===== config.mk =====
export PLATFORM = sky130hd
export DESIGN_NAME = u1pgf_front
export DESIGN_NICKNAME = d
export VERILOG_FILES = /design/src/rtl/core/u1pgf_pkg.sv /design/src/rtl/core/u1pgf_front.sv
export SDC_FILE = /design/constraint.sdc
export NUM_CORES = 1
export LEC_CHECK = 0
export ABC_AREA = 1
export BUFFER_PORTS_ARGS = -buffer_cell sky130_fd_sc_hd__buf_2
export CAP_MARGIN = 20
export CORE_MARGIN = 2
export CORE_UTILIZATION = 27
export DETAILED_ROUTE_END_ITERATION = 6
export PLACE_DENSITY = 0.8
export SLEW_MARGIN = 15
export SYNTH_ARGS = -nofsm -noshare
export SYNTH_HDL_FRONTEND = slang
export SYNTH_SLANG_ARGS = --single-unit

===== constraint.sdc =====
create_clock -name vclk -period 0.8
set_input_delay 0.04 -clock vclk [all_inputs]
set_output_delay 0.04 -clock vclk [all_outputs]
set_load 0.03 [all_outputs]

===== src/rtl/core/u1pgf_pkg.sv =====
`timescale 1ns / 1ps
// ----------------------------------------------------------------------------
// u1pgf_pkg
// Shared constants, command type and link address mapping for the U(1)
// plaquette gauge force block.
// ----------------------------------------------------------------------------
package u1pgf_pkg;

  // Lattice geometry
  localparam int X_SIZE = 16;
  localparam int Y_SIZE = 16;
  localparam int Z_SIZE = 5;
  localparam int FRAC_BITS = 16;

  localparam int LINK_COUNT = X_SIZE * Y_SIZE * Z_SIZE * 2;
  localparam int ADDR_W = $clog2(LINK_COUNT);

  // Port field widths
  localparam int XW = 4;
  localparam int YW = 4;
  localparam int ZW = 3;
  localparam int LW = 18;             // one part of a link value
  localparam int LINK_W = 2 * LW;     // stored link: {real, imag}
  localparam int BETA_W = 16;
  localparam int RES_W = 28;
  localparam int CFG_DW = 32;
  localparam int CFG_AW = 3;

  // Datapath widths: three chained products stay below 2^24
  localparam int ACC_W = 26;
  localparam int OPW = LW + 1;        // link part after conjugation
  localparam int PROD_W = ACC_W + OPW;
  localparam int SUM_W = PROD_W + 1;
  localparam int FW = (BETA_W + 1) + (ACC_W + 1);
  localparam int RW = FW + 1 - 8;

  // Command queue
  localparam int CMDQ_DEPTH = 4;
  localparam int CMDQ_AW = $clog2(CMDQ_DEPTH);

  // Item kinds
  localparam logic KIND_WRITE = 1'b0;
  localparam logic KIND_QUERY = 1'b1;

  // Register word index (paddr[2])
  localparam logic REG_BETA_INPLANE = 1'b0;
  localparam logic REG_BETA_SLICES = 1'b1;

  typedef struct packed {
    logic                 kind;
    logic                 ok;
    logic [XW-1:0]        x;
    logic [XW-1:0]        xp;
    logic [XW-1:0]        xm;
    logic [YW-1:0]        y;
    logic [YW-1:0]        yp;
    logic [YW-1:0]        ym;
    logic [ZW-1:0]        z;
    logic [ZW-1:0]        zp;
    logic [ZW-1:0]        zm;
    logic                 z_up;
    logic                 z_dn;
    logic                 d;
    logic signed [LW-1:0] re;
    logic signed [LW-1:0] im;
  } cmd_t;

  function automatic logic [ADDR_W-1:0] link_addr(input logic [XW-1:0] x,
                                                  input logic [YW-1:0] y,
                                                  input logic [ZW-1:0] z,
                                                  input logic d);
    int a;
    a = ((int'(x) * Y_SIZE + int'(y)) * Z_SIZE + int'(z)) * 2 + int'(d);
    return ADDR_W'(a);
  endfunction

endpackage


===== src/rtl/core/u1pgf_front.sv =====
`timescale 1ns / 1ps
// ----------------------------------------------------------------------------
// u1pgf_front
// Accepts items, checks coordinates and works out the wrapped neighbors.
// ----------------------------------------------------------------------------
module u1pgf_front (
  input  logic                          push,
  output logic                          full,
  input  logic                          in_kind,
  input  logic [u1pgf_pkg::XW-1:0]      in_site_x,
  input  logic [u1pgf_pkg::YW-1:0]      in_site_y,
  input  logic [u1pgf_pkg::ZW-1:0]      in_site_z,
  input  logic                          in_link_dir,
  input  logic signed [u1pgf_pkg::LW-1:0] in_link_real,
  input  logic signed [u1pgf_pkg::LW-1:0] in_link_imag,
  input  logic                          q_full,
  output logic                          q_push,
  output u1pgf_pkg::cmd_t               q_data
);

  assign full = q_full;
  assign q_push = push && !q_full;

  always_comb begin
    q_data.kind = in_kind;
    q_data.ok = (int'(in_site_x) < u1pgf_pkg::X_SIZE) &&
                (int'(in_site_y) < u1pgf_pkg::Y_SIZE) &&
                (int'(in_site_z) < u1pgf_pkg::Z_SIZE);
    q_data.x = in_site_x;
    q_data.y = in_site_y;
    q_data.z = in_site_z;
    q_data.d = in_link_dir;
    q_data.re = in_link_real;
    q_data.im = in_link_imag;
    // periodic wrap in x and y
    q_data.xp = (int'(in_site_x) == u1pgf_pkg::X_SIZE - 1) ? '0
              : u1pgf_pkg::XW'(in_site_x + 1'b1);
    q_data.xm = (in_site_x == '0) ? u1pgf_pkg::XW'(u1pgf_pkg::X_SIZE - 1)
              : u1pgf_pkg::XW'(in_site_x - 1'b1);
    q_data.yp = (int'(in_site_y) == u1pgf_pkg::Y_SIZE - 1) ? '0
              : u1pgf_pkg::YW'(in_site_y + 1'b1);
    q_data.ym = (in_site_y == '0) ? u1pgf_pkg::YW'(u1pgf_pkg::Y_SIZE - 1)
              : u1pgf_pkg::YW'(in_site_y - 1'b1);
    // open ends in z
    q_data.zp = u1pgf_pkg::ZW'(in_site_z + 1'b1);
    q_data.zm = u1pgf_pkg::ZW'(in_site_z - 1'b1);
    q_data.z_up = (int'(in_site_z) + 1) < u1pgf_pkg::Z_SIZE;
    q_data.z_dn = (in_site_z != '0);
  end

endmodule


Yosys cells after proc, flatten, opt, wreduce, memory -nomap -nowiden --
Index checks and enable logic that the tools add are counted.
Operators by class: $add $sub $neg 7, $mul 0, div/mod/pow operators 0, magnitude comparators 2, equality and inequality tests 2, shift-type cells 0, mux-type cells 4, bitwise logic cells 0, reduce and logical (&&, ||, !) cells 5
Operators with widths (count):
- two-way mux 4 bit | 4
- adder 4 x 1 -> 4 bit, second input constant | 2
- == test 4 x 1 -> 1 bit, second input constant | 2
- logical NOT 4 bit | 2
- subtractor 4 x 1 -> 4 bit, second input constant | 2
- adder 3 x 1 -> 4 bit, second input constant | 1
- less-than comparator 4 x 3 -> 1 bit, second input constant | 1
- adder 3 x 1 -> 3 bit, second input constant | 1
- less-than comparator 3 bit, second input constant | 1
- nonzero test 3 bit | 1
- subtractor 3 x 1 -> 3 bit, second input constant | 1
- logical AND 1 bit | 1
- logical NOT 1 bit | 1
Word-level totals: bits in registers 0, latch bits 0, bits in writable memories 0, ROM bits 0, input bits 51, word-level logic and storage cells 20, memories kept 0

Longest topological paths before layout --
Gate-level depths: netlist (run 1).
depth in word-level cells 2, mapped depth 6, gate-level depth less buffers 6

Worst setup path before layout (run 1) --
OpenSTA, ideal clock, no wires.
kind input port to output port, from input port in_site_z[0] in the netlist's numbering, to output port q_data[41] in the netlist's numbering, arrival time 991 ps, setup slack -231 ps, stages 3, path buffers 0, cells stage by stage inv_1 -> ha_1 -> xor2_1
RTL lines:
- start: declaration | line u1pgf_front.sv:12 | input logic [u1pgf_pkg::ZW-1:0] in_site_z,
- end: declaration | line u1pgf_front.sv:18 | output u1pgf_pkg::cmd_t q_data

==> flow_summary.toml, run 1 <==
[finish]
final_cell_mix = "buf_2, buf_4, inv_1, buf_6"
num_antenna_cells = 0
fin_nets = 185
final_core_util_pct = 36.9
final_common_cell = "buf_2"
seq_cells = 0
final_cells = 156
drive_above_1_share_pct = 76.0
seq_area_um2 = 0
fillers = 283
n_clock_buffer = 0
syn_to_final_growth_pct = 30.0

[synth]
ys_warn_count = 0
netlist_instances = 117
ys_seq_area_share_pct = 0
syn_area_per_cell_um2 = 6.69
synth_nets = 175
syn_area_um2 = 783
synth.distinct_cells = 14

[pwr]
powerDensity_nw_per_um2 = 845
share_comb_of_total_power_pct = 100.0
p_leak_nw = 0.540
peakVddDrop_uv = 482
pwr-share-clk_pct = 0
p_int_uw = 324
switching_share_pct = 62.4
switchingPower_uw = 537
seq_power_share_pct = 0

[timing]
post-route-period-util_pct = 97.7
slew_headroom_pct = 84.5
hold_viol = 0
tightestPinTransition_ps = 232
clock.fmax_mhz = 1280
rsz0062_at_grt = "yes"
drv_slew = 0
fin_tns_setup_ps = 0
setup_viol = 0
period_needed_ps = 782
setup_slack_ps = 18.5

[setup_path]
endpoint_kind = "output pin"
worstSetupPathType = "in -> out"
startpoint_type = "input port"
crit_required_ps = 760
crit_arrival_ps = 740
path_max_fanout = 3

[detailed_routing]
met2_length_um = 919
firstDrtPassIters = 4
route.detailed.drc = 0
wl_met1_um = 533
avgRoutedWirePerCell_um = 11.0
postRouteAntennaNets = 0
vias = 651
topRoutingLayerUsed = "met4"
finalWirelength_mm = 1.72
drt_iter0_markers = 33
wl_met3_um = 161
viasPerCell = 4.17

[global_routing]
track_usage_pct = 8.95
overflow = 0
grt_max_degree = 9
grt_pass1_vias = 577
grt_antenna_before_repair = 0
grt_pass1_wl_mm = 2.48

[floorplanning]
core_um2 = 2760
initial_core_util_pct = 28.4
pin_count = 127
die_w_um = 57.9
row_count = 19
dieArea_um2 = 3350
die_h_um = 57.9

[worst_hold_path]
min_to = "q_data[14]"
hold_depth = 0
min_from = "in_link_imag[14]"
hold_class = "in -> out"

[placed_design]
place_ws_ps = -143
hpwl_mm = 1.30
port_buffers = 51
placed_cells_incl_taps = 154
place_congestion = 0.806

[cts]
holdBufCountCts = 0

[run]
drv_cap = 0

[status]
status = "complete, no violations"
==> layout make-up <==
cell class / instances / area, µm² / area share, %
inverter: 18 / 83.8 / 8.23
tap: 31 / 38.8 / 3.81
multi-input combinational: 46 / 470 / 46.2
timing repair buffer: 61 / 425 / 41.8
==> synthesized netlist by cell type (all sizes together) <==
master | number | share of area [%]
nand2 | 15 | 8.5
buf | 53 | 52
xor2 | 6 | 6.7
nand4 | 2 | 1.6
nand3 | 7 | 4.5
o21ai | 6 | 3.8
nor2 | 3 | 3.4
ha | 7 | 11
inv | 18 | 8.6
==> metrics by stage <==
stage,power (mW),hold slack [ps],instance area [µm²]
after floorplan,0.886,162,838
after global placement,0.705,80.2,787
final,0.861,80.0,1020
after detailed placement,0.712,80.2,787
after CTS,0.804,80.2,925
after global routing,0.917,80.0,1020
==> repair_timing <==
item | in CTS | in global routing
gates cloned | 0 | 0
setup buffers | 1 | 1
setup endpoints to repair | 17 | 16
resized for setup | 32 | 29
pin swaps | 5 | 8
==> routing by layer <==
layer / vias to the layer above / global-route usage, %
met5: - / 0
met4: 0 / 5.32
met3: 20 / 0.893
met2: 36 / 17.9
met1: 278 / 8.66
li1: 317 / -
==> power groups by stage <==
stage	registers [mW]	clock network [mW]	logic (mW)
2_1_floorplan	0	0	0.886
3_3_place_gp	0	0	0.705
3_5_place_dp	0	0	0.712
4_1_cts	0	0	0.804
5_1_grt	0	0	0.917
6_report	0	0	0.861
==> critical path, cell delays in order <==
cell     delay [ps]
buf_6           100
inv_4            40
buf_4           120
buf_4           130
nand2_1          50
nand2_1          50
nand2_1          80
buf_6           140
==> how the worst max path moves through the flow <==
stage / start / endpoint / slack [ps] / cells after the start
2_1_floorplan: in_site_z[0] / q_data[41] / -60 / 3
3_3_place_gp: in_site_x[0] / q_data[63] / -120 / 8
3_5_place_dp: in_site_z[0] / q_data[41] / -140 / 5
4_1_cts: in_site_y[0] / q_data[51] / -7 / 8
5_1_grt: in_site_y[0] / q_data[51] / -10 / 8
6_report: in_site_y[0] / q_data[51] / 20 / 8
==> cell families after synthesis <==
family	share of synthesized area, %
AND/OR/NAND/NOR	17.9
adder cells (fa/ha/maj)	11.2
buffers and inverters	60.4
AO/OA/AOI/OAI	3.83
XOR/XNOR	6.71
Note: power is estimated with default switching activity, not from simulation.
==> inputs of run 2 (changes only) <==
Settings changed: RECOVER_POWER set to 100.
==> run 2 against run 1 <==
Against the previous run:
- sequential share of layout area is the same
- utilization shrank 1.1 points
- global-route usage is the same
- via count grew 0.15%
- total power shrank 1.9%
- combinational power shrank 2%
- cell count is the same
- critical endpoint unchanged
- largest power group unchanged
==> flow_summary.toml, run 2 (same netlist as run 1, synthesis figures left out) <==
[setup_path]
crit_cells = 8
cpMostUsedCell = "nand2_1"
crit_slowest_cell = "buf_6"
endpoint_kind = "output pin"
crit_arrival_ps = 740
path_cells = "buf_6 -> inv_4 -> buf_4 -> buf_4 -> nand2_1 -> nand2_1 -> nand2_1 -> buf_6"
crit_required_ps = 760
startpoint_type = "input port"
crit_path_start = "in_site_y[0]"
worstSetupPathType = "in -> out"
critPathMaxStageDelay_ps = 140
critPathBufInv = 5
path_max_fanout = 3
crit_family = "buffers and inverters"

[finish]
fillers = 297
drive_above_1_share_pct = 64.0
final_cell_area_um2 = 988
final_cells = 156
seq_cells = 0
final_cell_mix = "buf_4, clkbuf_1, buf_2, clkbuf_2"
syn_to_final_growth_pct = 26.2
final_core_util_pct = 35.8
final_common_cell = "buf_4"
num_antenna_cells = 0
seq_area_um2 = 0
fin_nets = 185
n_clock_buffer = 0

[placed_design]
place_congestion = 0.806
placed_cells_incl_taps = 154
place_area_um2 = 787
hpwl_mm = 1.30
port_buffers = 51
place_ws_ps = -143

[timing]
rsz0062_at_grt = "yes"
hold_viol = 0
fin_tns_setup_ps = 0
clock.fmax_mhz = 1280
setup_slack_ps = 18.5
setup_viol = 0
slew_headroom_pct = 75.4
drv_slew = 0
worst_hold_slack_ps = 80.0
period_needed_ps = 782
tightestPinTransition_ps = 370
post-route-period-util_pct = 97.7

[detailed_routing]
vias = 652
route.detailed.drc = 0
avgRoutedWirePerCell_um = 11.1
postRouteAntennaNets = 0
drt_iter0_markers = 22
firstDrtPassIters = 4
viasPerCell = 4.18
finalWirelength_mm = 1.73

[global_routing]
track_usage_pct = 8.95
grt_antenna_before_repair = 0
overflow = 0
grt_pass1_wl_mm = 2.48
grt_pass1_vias = 577
grt_max_degree = 9

[pwr]
powerDensity_nw_per_um2 = 855
p_total_uw = 845
p_leak_nw = 0.502
peakVddDrop_uv = 465

[status]
status = "complete, no violations"

[worst_hold_path]
min_to = "q_data[14]"
hold_class = "in -> out"
min_from = "in_link_imag[14]"
hold_depth = 0

[floorplanning]
die_w_um = 57.9
dieArea_um2 = 3350
die_h_um = 57.9
core_um2 = 2760
row_count = 19
pin_count = 127
initial_core_util_pct = 28.4

[cts]
holdBufCountCts = 0

[run]
drv_cap = 0
==> run 2: changes by cell type in the layout (fill, tap and decap cells not counted) <==
cell	previous run	this run
buf_4	17	16
buf_2	33	11
clkbuf_1	0	13
o21ai_1	2	3
nand2_1	7	8
nand2_2	6	5
clkbuf_2	0	10
buf_12	1	0
o21ai_2	3	2
buf_8	1	2
==> run 2: layer usage <==
| layer | GRT usage [%] | part of all wire, % |
|---|---|---|
| met1 | 8.66 | 31 |
| met2 | 17.9 | 53 |
| met3 | 0.893 | 9.6 |
| met4 | 5.32 | 6.1 |
| met5 | 0 | 0 |
==> run 2: cell type report <==
cell class | count | area, µm² | share of cell area, %
tap | 31 | 38.8 | 3.92
inverter | 18 | 83.8 | 8.48
timing repair buffer | 61 | 402 | 40.6
multi-input combinational | 46 | 464 | 47.0
==> run 2: what timing repair did <==
action | 4_1_cts | 5_1_grt
pin swaps | 5 | 8
hold endpoints to repair | 0 | 0
setup endpoints to repair | 17 | 16
gates resized for setup | 32 | 29
buffers inserted | 1 | 1
==> run 2: where the power goes <==
group	total, mW	switching [mW]	internal [mW]
Sequential	0	0	0
Clock	0	0	0
Combinational	0.845	0.538	0.307
Total	0.845	0.538	0.307
==> run 2: worst max-delay path by stage <==
stage	endpoint	slack, ps
CTS	q_data[51]	-7
global placement	q_data[63]	-120
finish	q_data[51]	20
floorplan	q_data[41]	-60
global route	q_data[51]	-10
detailed placement	q_data[41]	-140
