$ cat src/rtl/core/u1pgf_pkg.sv
`timescale 1ns / 1ps
// ----------------------------------------------------------------------------
// u1pgf_pkg
// Shared constants, command type and link address mapping for the U(1)
// plaquette gauge force block.
// ----------------------------------------------------------------------------
package u1pgf_pkg;

  // Lattice geometry
  localparam int X_SIZE = 16;
  localparam int Y_SIZE = 16;
  localparam int Z_SIZE = 5;
  localparam int FRAC_BITS = 16;

  localparam int LINK_COUNT = X_SIZE * Y_SIZE * Z_SIZE * 2;
  localparam int ADDR_W = $clog2(LINK_COUNT);

  // Port field widths
  localparam int XW = 4;
  localparam int YW = 4;
  localparam int ZW = 3;
  localparam int LW = 18;             // one part of a link value
  localparam int LINK_W = 2 * LW;     // stored link: {real, imag}
  localparam int BETA_W = 16;
  localparam int RES_W = 28;
  localparam int CFG_DW = 32;
  localparam int CFG_AW = 3;

  // Datapath widths: three chained products stay below 2^24
  localparam int ACC_W = 26;
  localparam int OPW = LW + 1;        // link part after conjugation
  localparam int PROD_W = ACC_W + OPW;
  localparam int SUM_W = PROD_W + 1;
  localparam int FW = (BETA_W + 1) + (ACC_W + 1);
  localparam int RW = FW + 1 - 8;

  // Command queue
  localparam int CMDQ_DEPTH = 4;
  localparam int CMDQ_AW = $clog2(CMDQ_DEPTH);

  // Item kinds
  localparam logic KIND_WRITE = 1'b0;
  localparam logic KIND_QUERY = 1'b1;

  // Register word index (paddr[2])
  localparam logic REG_BETA_INPLANE = 1'b0;
  localparam logic REG_BETA_SLICES = 1'b1;

  typedef struct packed {
    logic                 kind;
    logic                 ok;
    logic [XW-1:0]        x;
    logic [XW-1:0]        xp;
    logic [XW-1:0]        xm;
    logic [YW-1:0]        y;
    logic [YW-1:0]        yp;
    logic [YW-1:0]        ym;
    logic [ZW-1:0]        z;
    logic [ZW-1:0]        zp;
    logic [ZW-1:0]        zm;
    logic                 z_up;
    logic                 z_dn;
    logic                 d;
    logic signed [LW-1:0] re;
    logic signed [LW-1:0] im;
  } cmd_t;

  function automatic logic [ADDR_W-1:0] link_addr(input logic [XW-1:0] x,
                                                  input logic [YW-1:0] y,
                                                  input logic [ZW-1:0] z,
                                                  input logic d);
    int a;
    a = ((int'(x) * Y_SIZE + int'(y)) * Z_SIZE + int'(z)) * 2 + int'(d);
    return ADDR_W'(a);
  endfunction

endpackage

$ cat src/rtl/core/u1pgf_cmdq.sv
`timescale 1ns / 1ps
// ----------------------------------------------------------------------------
// u1pgf_cmdq
// Short command queue between the front and the back.
// ----------------------------------------------------------------------------
module u1pgf_cmdq (
  input  logic            clk,
  input  logic            rst_n,
  input  logic            q_push,
  input  u1pgf_pkg::cmd_t q_data,
  output logic            q_full,
  input  logic            q_pop,
  output logic            q_empty,
  output u1pgf_pkg::cmd_t q_head
);

  u1pgf_pkg::cmd_t                  ent_r [u1pgf_pkg::CMDQ_DEPTH];
  logic [u1pgf_pkg::CMDQ_AW-1:0]    wp_r;
  logic [u1pgf_pkg::CMDQ_AW-1:0]    rp_r;
  logic [u1pgf_pkg::CMDQ_AW:0]      cnt_r;

  assign q_full = (int'(cnt_r) == u1pgf_pkg::CMDQ_DEPTH);
  assign q_empty = (cnt_r == '0);
  assign q_head = ent_r[rp_r];

  always_ff @(posedge clk) begin
    if (q_push) begin
      ent_r[wp_r] <= q_data;
    end
  end

  always_ff @(posedge clk) begin
    if (!rst_n) begin
      wp_r <= '0;
      rp_r <= '0;
      cnt_r <= '0;
    end else begin
      if (q_push) begin
        wp_r <= u1pgf_pkg::CMDQ_AW'(wp_r + 1'b1);
      end
      if (q_pop) begin
        rp_r <= u1pgf_pkg::CMDQ_AW'(rp_r + 1'b1);
      end
      cnt_r <= (u1pgf_pkg::CMDQ_AW+1)'(cnt_r + q_push - q_pop);
    end
  end

endmodule

$ cat config.mk
export PLATFORM = sky130hd
export DESIGN_NAME = u1pgf_cmdq
export DESIGN_NICKNAME = d
export VERILOG_FILES = /design/src/rtl/core/u1pgf_pkg.sv /design/src/rtl/core/u1pgf_cmdq.sv
export SDC_FILE = /design/constraint.sdc
export NUM_CORES = 1
export LEC_CHECK = 0
export ABC_AREA = 1
export CAP_MARGIN = 20
export CORE_UTILIZATION = 60
export DETAILED_ROUTE_END_ITERATION = 10
export DONT_BUFFER_PORTS = 1
export GPL_TIMING_DRIVEN = 0
export PLACE_DENSITY = 0.8
export SYNTH_ARGS = -nofsm -noshare
export SYNTH_HDL_FRONTEND = slang
export SYNTH_SLANG_ARGS = --single-unit
$ cat constraint.sdc
create_clock -name clk -period 3.7 [get_ports clk]
set_clock_uncertainty 0.2 [all_clocks]
set_input_delay 0.74 -clock clk [delete_from_list [all_inputs] [get_ports clk]]
set_output_delay 0.74 -clock clk [all_outputs]
set_load 0.005 [all_outputs]
# Word-level counts from Yosys, hierarchy flattened
# Memories as Yosys holds them, arrays and structs flattened. A register that Yosys moved wholly into a read port is not among the register bits.
# Cells that the tools add are included.
[word_totals]
out_inout_bits = 76
input_bits = 78
reg_bits = 7
ramBits = 296
mem_count = 1
word_cells = 14
[memory_table]
columns = ["name", "depth", "word_bits", "rd", "rd_ports_with_merged_regs", "wr", "line", "rtl"]
rows = [
  ["ent_r", 4, 74, 1, 1, 1, "u1pgf_cmdq.sv:17", "u1pgf_pkg::cmd_t ent_r [u1pgf_pkg::CMDQ_DEPTH];"],
]
[op_classes]
n_mux = 4
add_sub_neg = 4
n_reduce_logical = 1
n_eq_ne = 1
[ops]
columns = ["cell", "count"]
rows = [
  ["adder 2 x 1 -> 2 bit, second input constant", 2],
  ["two-way mux 2 bit", 2],
  ["adder 3 x 1 -> 3 bit", 1],
  ["== test 3 bit, second input constant", 1],
  ["zero test 3 bit", 1],
  ["subtractor 3 x 1 -> 3 bit", 1],
  ["two-way mux 1 bit", 2],
]

# Logic depth before layout (Yosys ltp)
# Gate-level depths: netlist of run 1.
[logic_depth]
depth_word = 3
depth_mapped = 9
depth_no_buf = 9

# Least setup slack after synthesis of run 1
# No wires, ideal clock.
[synth_timing]
path_type = "input to register"
startpoint = "input q_push"
endpoint = "memory ent_r[2][0] (netlist bit), enable pin"
setup_ns = 0.428
stages = 2
slack_ns = 0.863
arrival_time_ns = 2.209
cell_sequence = "nand2_1 -> inv_1"
[synth_via]
elab_chain_cells = 2
[synth_lines]
columns = ["item", "line", "rtl"]
rows = [
  ["start: declaration", "u1pgf_cmdq.sv:9", "input logic q_push,"],
  ["two-way mux 1 bit", "u1pgf_cmdq.sv:27", "if (q_push) begin"],
  ["two-way mux 1 bit (implied by the code)", "u1pgf_cmdq.sv:28", "ent_r[wp_r] <= q_data;"],
  ["end: declaration", "u1pgf_cmdq.sv:17", ""],
]
# Every way passes these cells.

==> metrics, run 1 <==
outcome finished clean; Initial Util 0.618; Port-buffer cells 0; Pwr Density ~560 mW/mm^2; total setup buffers inserted after CTS 0; hold-critical path depth 1; synthesized instance count slightly above 900; most used cells in the layout excluding fill and tap cells sky130_fd_sc_hd__edfxtp_1, sky130_fd_sc_hd__inv_1, sky130_fd_sc_hd__nand2_1; largest net degree at the start of global routing between 40 and 50; FF/Latch Area between 0.009 and 0.01 sq mm; root buffer cell sky130_fd_sc_hd__clkbuf_16; Post-Place Cells between 1000 and 1500; footprint of the multi-input gates between 0.002 and 0.0025 sq mm; drc violations 0; syn_area_per_cell 13.2 sq um; cts hold-fix bufs 0; vias a little under 7000; cell count of the worst reg-to-reg path 5; Final setup viols 0; Critical Path Start Type register; total number of yosys warnings 0; clk slew on worst S/H paths around 60 ps; max-slew headroom at the worst pin 0.606; number of antenna violations at the first check in global routing 0; final number of hold-violating endpoints 0; endpoint type of the worst setup path output pin; depth of the CTS H-tree 1; proportion of layout cells with a drive suffix above 1 0.108; crit path max fanout 10; Final Routed Wirelength approximately 25000 microns; number of nets still failing antenna checks after routing 0; measured slew at the worst slew-check pin 592 ps; path type of the worst min-delay path input port to register; core area around 0.020 sq mm; number of cells in the finished layout apart from fillers ~1200; upper clock frequency limit around 0.37 GHz; DR WL/cell approximately 20 microns; CTS tree yes; relative contribution of combinational cells to total power 0.074; post-synthesis net count 1004; switching share of total power 0.217; post-cts sizing count 0; most common cell after layout, fill and taps aside sky130_fd_sc_hd__edfxtp_1; Peak supply drop around 440 uV; vias in the first global route between 6000 and 7000; Syn Std Cell Area about 0.012 sq mm; power share of the clock group 0.404; final-layout fill cell count between 1000 and 1500; Inserted Diodes 0; WS Path Type register to output pin; register area share after synthesis 0.747; total I/O pin count around 150; number of nets in the final layout around 1000; per-cell via count in the routed design ~5.5; fin crit period approximately 2700 ps; total of max-cap violations 0; source-to-sink clock delay at the later pin of the worst-skew pair ~540 ps; Clock Tree Buf Depth 3; number of max-slew violations in the final report 0; fin area ~0.014 sq mm; number of design-rule violations left by the first detailed-router iteration 443; setup total negative slack 0 ps; Final HPWL DP 15000 microns; part of the cycle the worst path needs 0.732; number of clock sinks around 300; Die W between 100 and 150 microns; Post-DP Area 0.0126 sq mm; CTS buffer count 30; std cell rows 51; number of search-and-repair iterations in the first detailed-routing pass 5; RD Place Congestion between 0.7 and 0.8; worst path required time 2760 ps; post-synth cell types 19; net load switching power approximately 1700 uW; setup repair after global routing missed its margin no; endpoint arrival time on the critical path roughly 1800 ps; internal power consumption 5990 uW; post-layout util 0.691; floorplan die area ~0.021 sq mm; first-pass GRT wire length about 37000 microns; area added between synthesis and finish 11.9%; global-route total usage across every layer 0.239; register bit count reported by yosys about 310; Static Leak 0.00513 uW; register share of total power 0.522; vertical die dimension 144 microns; GRT overflow 0
-- flip-flops by register name (all words and copies together), names as in the netlist, named ones only --
register and count:
ent_r 296, cnt_r 3, wp_r 2, rp_r 2
-- worst max-delay path, stage by stage (launching register included) --
cell                       delay, ps
sky130_fd_sc_hd__dfxtp_1         360
sky130_fd_sc_hd__buf_2           270
sky130_fd_sc_hd__buf_2           300
sky130_fd_sc_hd__o211ai_1        160
sky130_fd_sc_hd__nand2_1         130
-- cell type report --
cell class | count | area share
plain buffers | 49 | 0.0277
clock buffers | 35 | 0.0582
clock inverters | 21 | 0.0170
inverters | 164 | 0.0460
multi-input cells | 401 | 0.153
flip-flops and latches | 305 | 0.667
well taps | 265 | 0.0244
repair buffers | 4 | 0.00589
-- stage by stage --
stage	hold slack (ps)	worst slack (ps)	total power, uW
floorplan	236	863	4460
global placement	249	-166	4610
detailed placement	261	1540	4640
CTS	72.8	995	7690
global route	70.8	917	7890
finish	87.2	993	7650
-- logic make-up (layout without fill, tap and decap cells) --
logic type / count (synthesis) / in the layout / share of synthesized area
buffers and inverters: 213 / 273 / 0.0817
flip-flops: 305 / 305 / 0.747
adder cells (fa/ha/maj): 7 / 7 / 0.00783
AND/OR/NAND/NOR: 162 / 162 / 0.0503
AO/OA/AOI/OAI: 232 / 232 / 0.113
-- path summary, 6_finish.rpt --
| path | startpoint | end | slack [ps] |
|---|---|---|---|
| hold reg to reg | rp_r[1]$_SDFFE_PN0P_ | rp_r[1]$_SDFFE_PN0P_ | 280 |
| hold / removal | q_pop | rp_r[0]$_SDFFE_PN0P_ | 90 |
| setup / recovery | register | q_head[60] | 990 |
| setup reg to reg | wp_r[0]$_SDFFE_PN0P_ | ent_r[2][29]$_DFFE_PP_ | 1700 |
-- cells in the mapped netlist --
library cell                 n  area share
sky130_fd_sc_hd__buf_2      22      0.0091
sky130_fd_sc_hd__fa_1        1      0.0016
sky130_fd_sc_hd__clkbuf_1    2     0.00062
sky130_fd_sc_hd__clkbuf_2    3      0.0012
sky130_fd_sc_hd__buf_6      21       0.019
sky130_fd_sc_hd__nand2_1   158       0.049
sky130_fd_sc_hd__o21ai_0    48       0.020
sky130_fd_sc_hd__a21oi_1    80       0.033
sky130_fd_sc_hd__nor3_1      1     0.00041
sky130_fd_sc_hd__o211ai_2    6      0.0062
sky130_fd_sc_hd__o21ai_1    30       0.012
sky130_fd_sc_hd__inv_1     164       0.051
sky130_fd_sc_hd__edfxtp_1  296        0.73
sky130_fd_sc_hd__nor2_1      2     0.00062
sky130_fd_sc_hd__dfxtp_1     9       0.015
sky130_fd_sc_hd__buf_4       1     0.00062
sky130_fd_sc_hd__nand3_1     1     0.00041
sky130_fd_sc_hd__o211ai_1   68       0.042
sky130_fd_sc_hd__ha_1        6      0.0062
-- power by group through the flow --
stage               sequential, uW  combinational [uW]  clock (uW)
floorplan                     4060                 398           0
global placement              4070                 544           0
detailed placement            4060                 574           0
CTS                           3990                 579        3120
global route                  4000                 639        3250
finish                        3990                 569        3090
-- metal layers --
metal	track usage	share of wire	up-vias
li1	-	-	3264
met1	0.297	0.38	3303
met2	0.401	0.50	266
met3	0.0616	0.093	59
met4	0.0942	0.026	0
met5	0	0	-
Note: power is estimated with default switching activity, not from simulation.
==> inputs of run 2 (changes only) <==
--- a/config.mk
+++ b/config.mk
@@ -5,7 +5,7 @@
 export SDC_FILE = /design/constraint.sdc
 export NUM_CORES = 1
 export LEC_CHECK = 0
-export ABC_AREA = 1
+export ABC_AREA = 0
 export CAP_MARGIN = 20
 export CORE_UTILIZATION = 60
 export DETAILED_ROUTE_END_ITERATION = 10
==> constraint.sdc (replaced) <==
create_clock -name clk -period 2.8 [get_ports clk]
set_clock_uncertainty 0.2 [all_clocks]
set_input_delay 0.56 -clock clk [delete_from_list [all_inputs] [get_ports clk]]
set_output_delay 0.56 -clock clk [all_outputs]
set_load 0.005 [all_outputs]
==> metrics, run 2 <==
outcome finished, violations left; violated checks DRC; setup repair after global routing missed its margin no; post-synthesis net count around 510; total setup buffers inserted after CTS 0; number of search-and-repair iterations in the first detailed-routing pass 7; register bank with the most flops ent_r; power share of the clock group 0.376; measured slew at the worst slew-check pin about 620 ps; flip-flop count of the largest register after layout between 200 and 300; total I/O pin count around 150; most common cell in the synthesized netlist sky130_fd_sc_hd__edfxtp_1; area added between synthesis and finish 18.8%; switching share of total power 0.203; number of max-slew violations in the final report 0; internal power consumption 7840 uW; cell count of the worst reg-to-reg path 7; capturing point of the worst reg2reg path cnt_r[2]$_SDFF_PN0_; first-pass GRT wire length between 20000 and 30000 microns; most common cell after layout, fill and taps aside sky130_fd_sc_hd__edfxtp_1; post-cts sizing count 0; register bit count reported by yosys 305; max-slew headroom at the worst pin 0.589; Pwr Density between 700 and 800 mW/mm^2; final number of hold-violating endpoints 0; number of clock sinks around 310; total of max-cap violations 0; register share of total power 0.540; fin area 0.0132 sq mm; DR WL/cell around 24 microns; RD Place Congestion about 0.7; path type of the worst min-delay path input port to register; leading cell types by total area after synthesis sky130_fd_sc_hd__edfxtp_1, sky130_fd_sc_hd__mux4_2, sky130_fd_sc_hd__dfxtp_1; worst path required time about 2000 ps; Post-DP Area ~0.012 sq mm; Port-buffer cells 0; Inserted Diodes 0; vias in the first global route about 5100; final-layout fill cell count approximately 990; part of the cycle the worst path needs 0.939; Final setup viols 0; proportion of layout cells with a drive suffix above 1 0.242; fraction of synthesis flops using an asynchronous set or reset pin 0; syn_area_per_cell about 26 sq um; Final HPWL DP approximately 11000 microns; Top FF cell, synth sky130_fd_sc_hd__edfxtp_1; Final Routed Wirelength around 19000 microns; vertical die dimension around 140 microns; CTS buffer count 30; number of nets in the final layout about 630; cts hold-fix bufs 77; Initial Util 0.615; WS Path Type register to output pin; vias approximately 4700; total number of yosys warnings 0; global-route total usage across every layer 0.208; most used cells in the layout excluding fill and tap cells sky130_fd_sc_hd__edfxtp_1, sky130_fd_sc_hd__dlygate4sd3_1, sky130_fd_sc_hd__mux4_2; endpoint arrival time on the critical path approximately 1900 ps; upper clock frequency limit 0.380 GHz; Die W roughly 140 microns; startpoint of the most critical register-to-register path cnt_r[0]$_SDFF_PN0_; fin crit period around 2600 ps; number of antenna violations at the first check in global routing 0; Peak supply drop between 600 and 700 uV; CTS tree yes; biggest registers after layout ent_r x296, cnt_r x3; relative contribution of combinational cells to total power 0.084; root buffer cell sky130_fd_sc_hd__clkbuf_16; Static Leak around 0.0042 uW; reg2reg setup slack 710 ps; std cell rows 49; register area share after synthesis 0.815; Clock Tree Buf Depth 3; number of nets still failing antenna checks after routing 0; CP Capture Point q_head[44]; source-to-sink clock delay at the later pin of the worst-skew pair approximately 530 ps; number of flops mapped to enable cells by yosys 296; drc violations 24; crit path max fanout 10; top-area cell type share of the netlist area 0.799; number of design-rule violations left by the first detailed-router iteration about 280; synthesized instance count 429; post-synth cell types 20; floorplan die area approximately 0.019 sq mm; core area 0.0181 sq mm; depth of the CTS H-tree 1; largest net degree at the start of global routing 41; Syn Std Cell Area 0.0111 sq mm; post-synthesis cell type with the largest combined area sky130_fd_sc_hd__edfxtp_1; GRT overflow 0; net load switching power approximately 2000 uW; Critical Path Start Type register; endpoint type of the worst setup path output pin; most instantiated cells after synthesis sky130_fd_sc_hd__edfxtp_1, sky130_fd_sc_hd__mux4_2, sky130_fd_sc_hd__dfxtp_1; clk slew on worst S/H paths ~60 ps; setup total negative slack 0 ps; per-cell via count in the routed design between 5 and 6
==> run 2: changes by cell type after synthesis, moves of 15 or more <==
cell,before,now
sky130_fd_sc_hd__nand2_1,158,0
sky130_fd_sc_hd__inv_1,164,7
sky130_fd_sc_hd__a21oi_1,80,1
sky130_fd_sc_hd__mux4_2,0,74
sky130_fd_sc_hd__o211ai_1,68,0
sky130_fd_sc_hd__o21ai_0,48,0
sky130_fd_sc_hd__o21ai_1,30,0
sky130_fd_sc_hd__buf_2,22,7
==> run 2: cell families after synthesis <==
logic type      Yosys count  share of synthesized area
buf+inv                  23                     0.0136
xor+xnor                  3                    0.00371
fa+ha+maj                 7                    0.00855
flops                   305                      0.815
simple gates             14                    0.00675
compound gates            2                    0.00135
mux                      75                      0.151
==> run 2: worst max-delay path, stage by stage, from the launching register on <==
cell	delay, ps
sky130_fd_sc_hd__dfxtp_1	320
sky130_fd_sc_hd__buf_2	280
sky130_fd_sc_hd__buf_2	330
sky130_fd_sc_hd__mux4_2	400
==> run 2: worst min-delay path by stage <==
| stage | start | end | cells after the start |
|---|---|---|---|
| 2_1_floorplan | rp_r[1]$_SDFFE_PN0P_ | register | 2 |
| 3_3_place_gp | rp_r[1]$_SDFFE_PN0P_ | rp_r[1]$_SDFFE_PN0P_ | 2 |
| 3_5_place_dp | rp_r[1]$_SDFFE_PN0P_ | register | 2 |
| 4_1_cts | q_pop | register | 2 |
| 5_1_grt | q_pop | register | 2 |
| 6_report | q_pop | register | 2 |
==> run 2: layout make-up <==
type	count	area, sq um	area share
Multi-Input combinational cell	101	1910	0.145
Tap cell	229	287	0.0217
Sequential cell	305	9070	0.686
Inverter	7	26.3	0.00199
Timing Repair Buffer	81	873	0.0661
Buffer	16	125	0.00947
Clock inverter	15	115	0.00871
Clock buffer	38	802	0.0607
==> run 2: routing by layer <==
| layer | vias to the layer above | global-route usage | wire, microns |
|---|---|---|---|
| met5 | - | 0 | 0 |
| li1 | 2056 | - | - |
| met4 | 0 | 0.0550 | 385 |
| met3 | 36 | 0.0471 | 1260 |
| met2 | 167 | 0.356 | 10000 |
| met1 | 2467 | 0.274 | 7470 |
==> run 2: stage by stage <==
step	setup slack [ps]	util	power, uW	std cells	hold slack [ps]
after floorplan	677	-	5910	429	299
after detailed placement	595	0.637	6100	662	328
after global placement	54.6	0.631	6060	658	317
final	171	0.730	9830	792	20.0
after global routing	87.6	0.730	10100	792	26.2
after CTS	112	0.730	9900	792	6.45
==> run 2: power by group through the flow <==
stage	registers (uW)	clock network [uW]	logic, uW
after floorplan	5380	0	526
after global placement	5390	0	665
after detailed placement	5400	0	703
after CTS	5310	3760	837
after global routing	5320	3940	889
final	5310	3700	826
==> inputs of run 3 (changes only) <==
==> constraint.sdc (replaced) <==
create_clock -name clk -period 2.6 [get_ports clk]
set_clock_uncertainty 0.2 [all_clocks]
set_input_delay 0.52 -clock clk [delete_from_list [all_inputs] [get_ports clk]]
set_output_delay 0.52 -clock clk [all_outputs]
set_load 0.005 [all_outputs]
==> metrics, run 3 (synthesis results as in run 2) <==
outcome finished, violations left; violated checks DRC; vertical die dimension roughly 140 microns; proportion of layout cells with a drive suffix above 1 0.247; number of nets still failing antenna checks after routing 0; source-to-sink clock delay at the later pin of the worst-skew pair 530 ps; endpoint type of the worst setup path output pin; vias roughly 4700; vias in the first global route between 5000 and 6000; WS Path Type register to output pin; worst path required time about 1900 ps; root buffer cell sky130_fd_sc_hd__clkbuf_16; total of max-cap violations 0; RD Place Congestion roughly 0.70; std cell rows ~50; biggest registers after layout ent_r x296, cnt_r x3; number of nets in the final layout about 630; Static Leak 0.00428 uW; most used cells in the layout excluding fill and tap cells sky130_fd_sc_hd__edfxtp_1, sky130_fd_sc_hd__dlygate4sd3_1, sky130_fd_sc_hd__mux4_2; CTS buffer count 30; number of design-rule violations left by the first detailed-router iteration between 200 and 300; startpoint of the most critical register-to-register path cnt_r[0]$_SDFF_PN0_; area added between synthesis and finish 19.7%; largest net degree at the start of global routing 41; path type of the worst min-delay path input port to register; pre-CTS setup slack ~430 ps; floorplan die area ~0.019 sq mm; Die W 138 microns; total I/O pin count ~150; clk slew on worst S/H paths about 60 ps; crit path max fanout 10; fin area ~0.013 sq mm; per-cell via count in the routed design a little under 6; GRT overflow 0; Final Routed Wirelength approximately 19000 microns; flip-flop count of the largest register after layout around 300; measured slew at the worst slew-check pin just over 600 ps; global-route total usage across every layer 0.208; worst hold start rst_n; final hold slack between 30 and 40 ps; Post-DP Area between 0.01 and 0.015 sq mm; final number of hold-violating endpoints 0; number of clock sinks slightly above 300; Final HPWL DP between 10000 and 15000 microns; fin crit period around 2500 ps; first-pass GRT wire length a little under 30000 microns; register bank with the most flops ent_r; Inserted Diodes 0; DR WL/cell roughly 24 microns; drc violations 24; Clock Tree Buf Depth 3; part of the cycle the worst path needs 0.974; final-layout fill cell count 976; Port-buffer cells 0; Pwr Density between 700 and 800 mW/mm^2; number of max-slew violations in the final report 0; post-layout util 0.736; worst-case setup margin in the final layout a little under 70 ps; CTS tree yes; Peak supply drop just over 700 uV; number of antenna violations at the first check in global routing 0; Initial Util 0.615; max-slew headroom at the worst pin 0.595; FF/Latch Area 0.00907 sq mm; Critical Path Start Type register; core area approximately 0.018 sq mm; footprint of the multi-input gates 0.00191 sq mm; depth of the CTS H-tree 1; Final setup viols 0; endpoint arrival time on the critical path 1810 ps; most common cell after layout, fill and taps aside sky130_fd_sc_hd__edfxtp_1; upper clock frequency limit just under 0.4 GHz; number of search-and-repair iterations in the first detailed-routing pass 8
run 3: cell count changes in the layout (fill, tap and decap cells not counted), sizes merged:
cell,previous run,this run
clkbuf,39,45
buf,19,17
run 3: cell type report:
| class | count | share of cell area |
|---|---|---|
| flip-flops and latches | 305 | 0.681 |
| plain buffers | 16 | 0.0149 |
| clock buffers | 38 | 0.0602 |
| multi-input cells | 101 | 0.144 |
| inverters | 7 | 0.00197 |
| well taps | 229 | 0.0215 |
| clock inverters | 15 | 0.00865 |
| repair buffers | 85 | 0.0679 |
run 3: through the flow:
step | TNS [ps] | std cells | power (uW)
final | 0 | 796 | 10600
after detailed placement | 0 | 662 | 6570
after floorplan | 0 | 429 | 6360
after global placement | -33860 | 658 | 6530
after CTS | -205 | 792 | 10700
after global routing | -1.15 | 796 | 11000
run 3: where the power goes:
part / switching [uW] / internal [uW] / leakage, uW
Clock: 1630 / 2350 / 0.000451
Sequential: 66.5 / 5650 / 0.00279
Combinational: 461 / 465 / 0.00104
Total: 2160 / 8470 / 0.00428
run 3: repair_timing:
item | in CTS | in global routing
resized for setup | 8 | 12
hold buffers | 77 | 0
setup endpoints to repair | 34 | 50
gates cloned | 0 | 0
setup buffers | 0 | 4
endpoints found under the hold margin | 304 | 0
run 3: critical path, cell delays in order (launching register included):
cell                      delay, ps
sky130_fd_sc_hd__dfxtp_1        370
sky130_fd_sc_hd__buf_12         180
sky130_fd_sc_hd__buf_8          180
sky130_fd_sc_hd__mux4_2         550
run 3: path summary, 6_finish.rpt:
check,endpoint,slack [ps],depth (start not counted)
worst max-delay path,q_head[65],70,3
worst max register to register,cnt_r[2]$_SDFF_PN0_,520,7
worst min register to register,rp_r[1]$_SDFFE_PN0P_,340,2
worst min-delay path,register,40,2
run 3: metal layers:
layer	global-route usage	part of all wire
met1	0.271	0.39
met2	0.358	0.52
met3	0.0471	0.067
met4	0.0550	0.020
met5	0	0
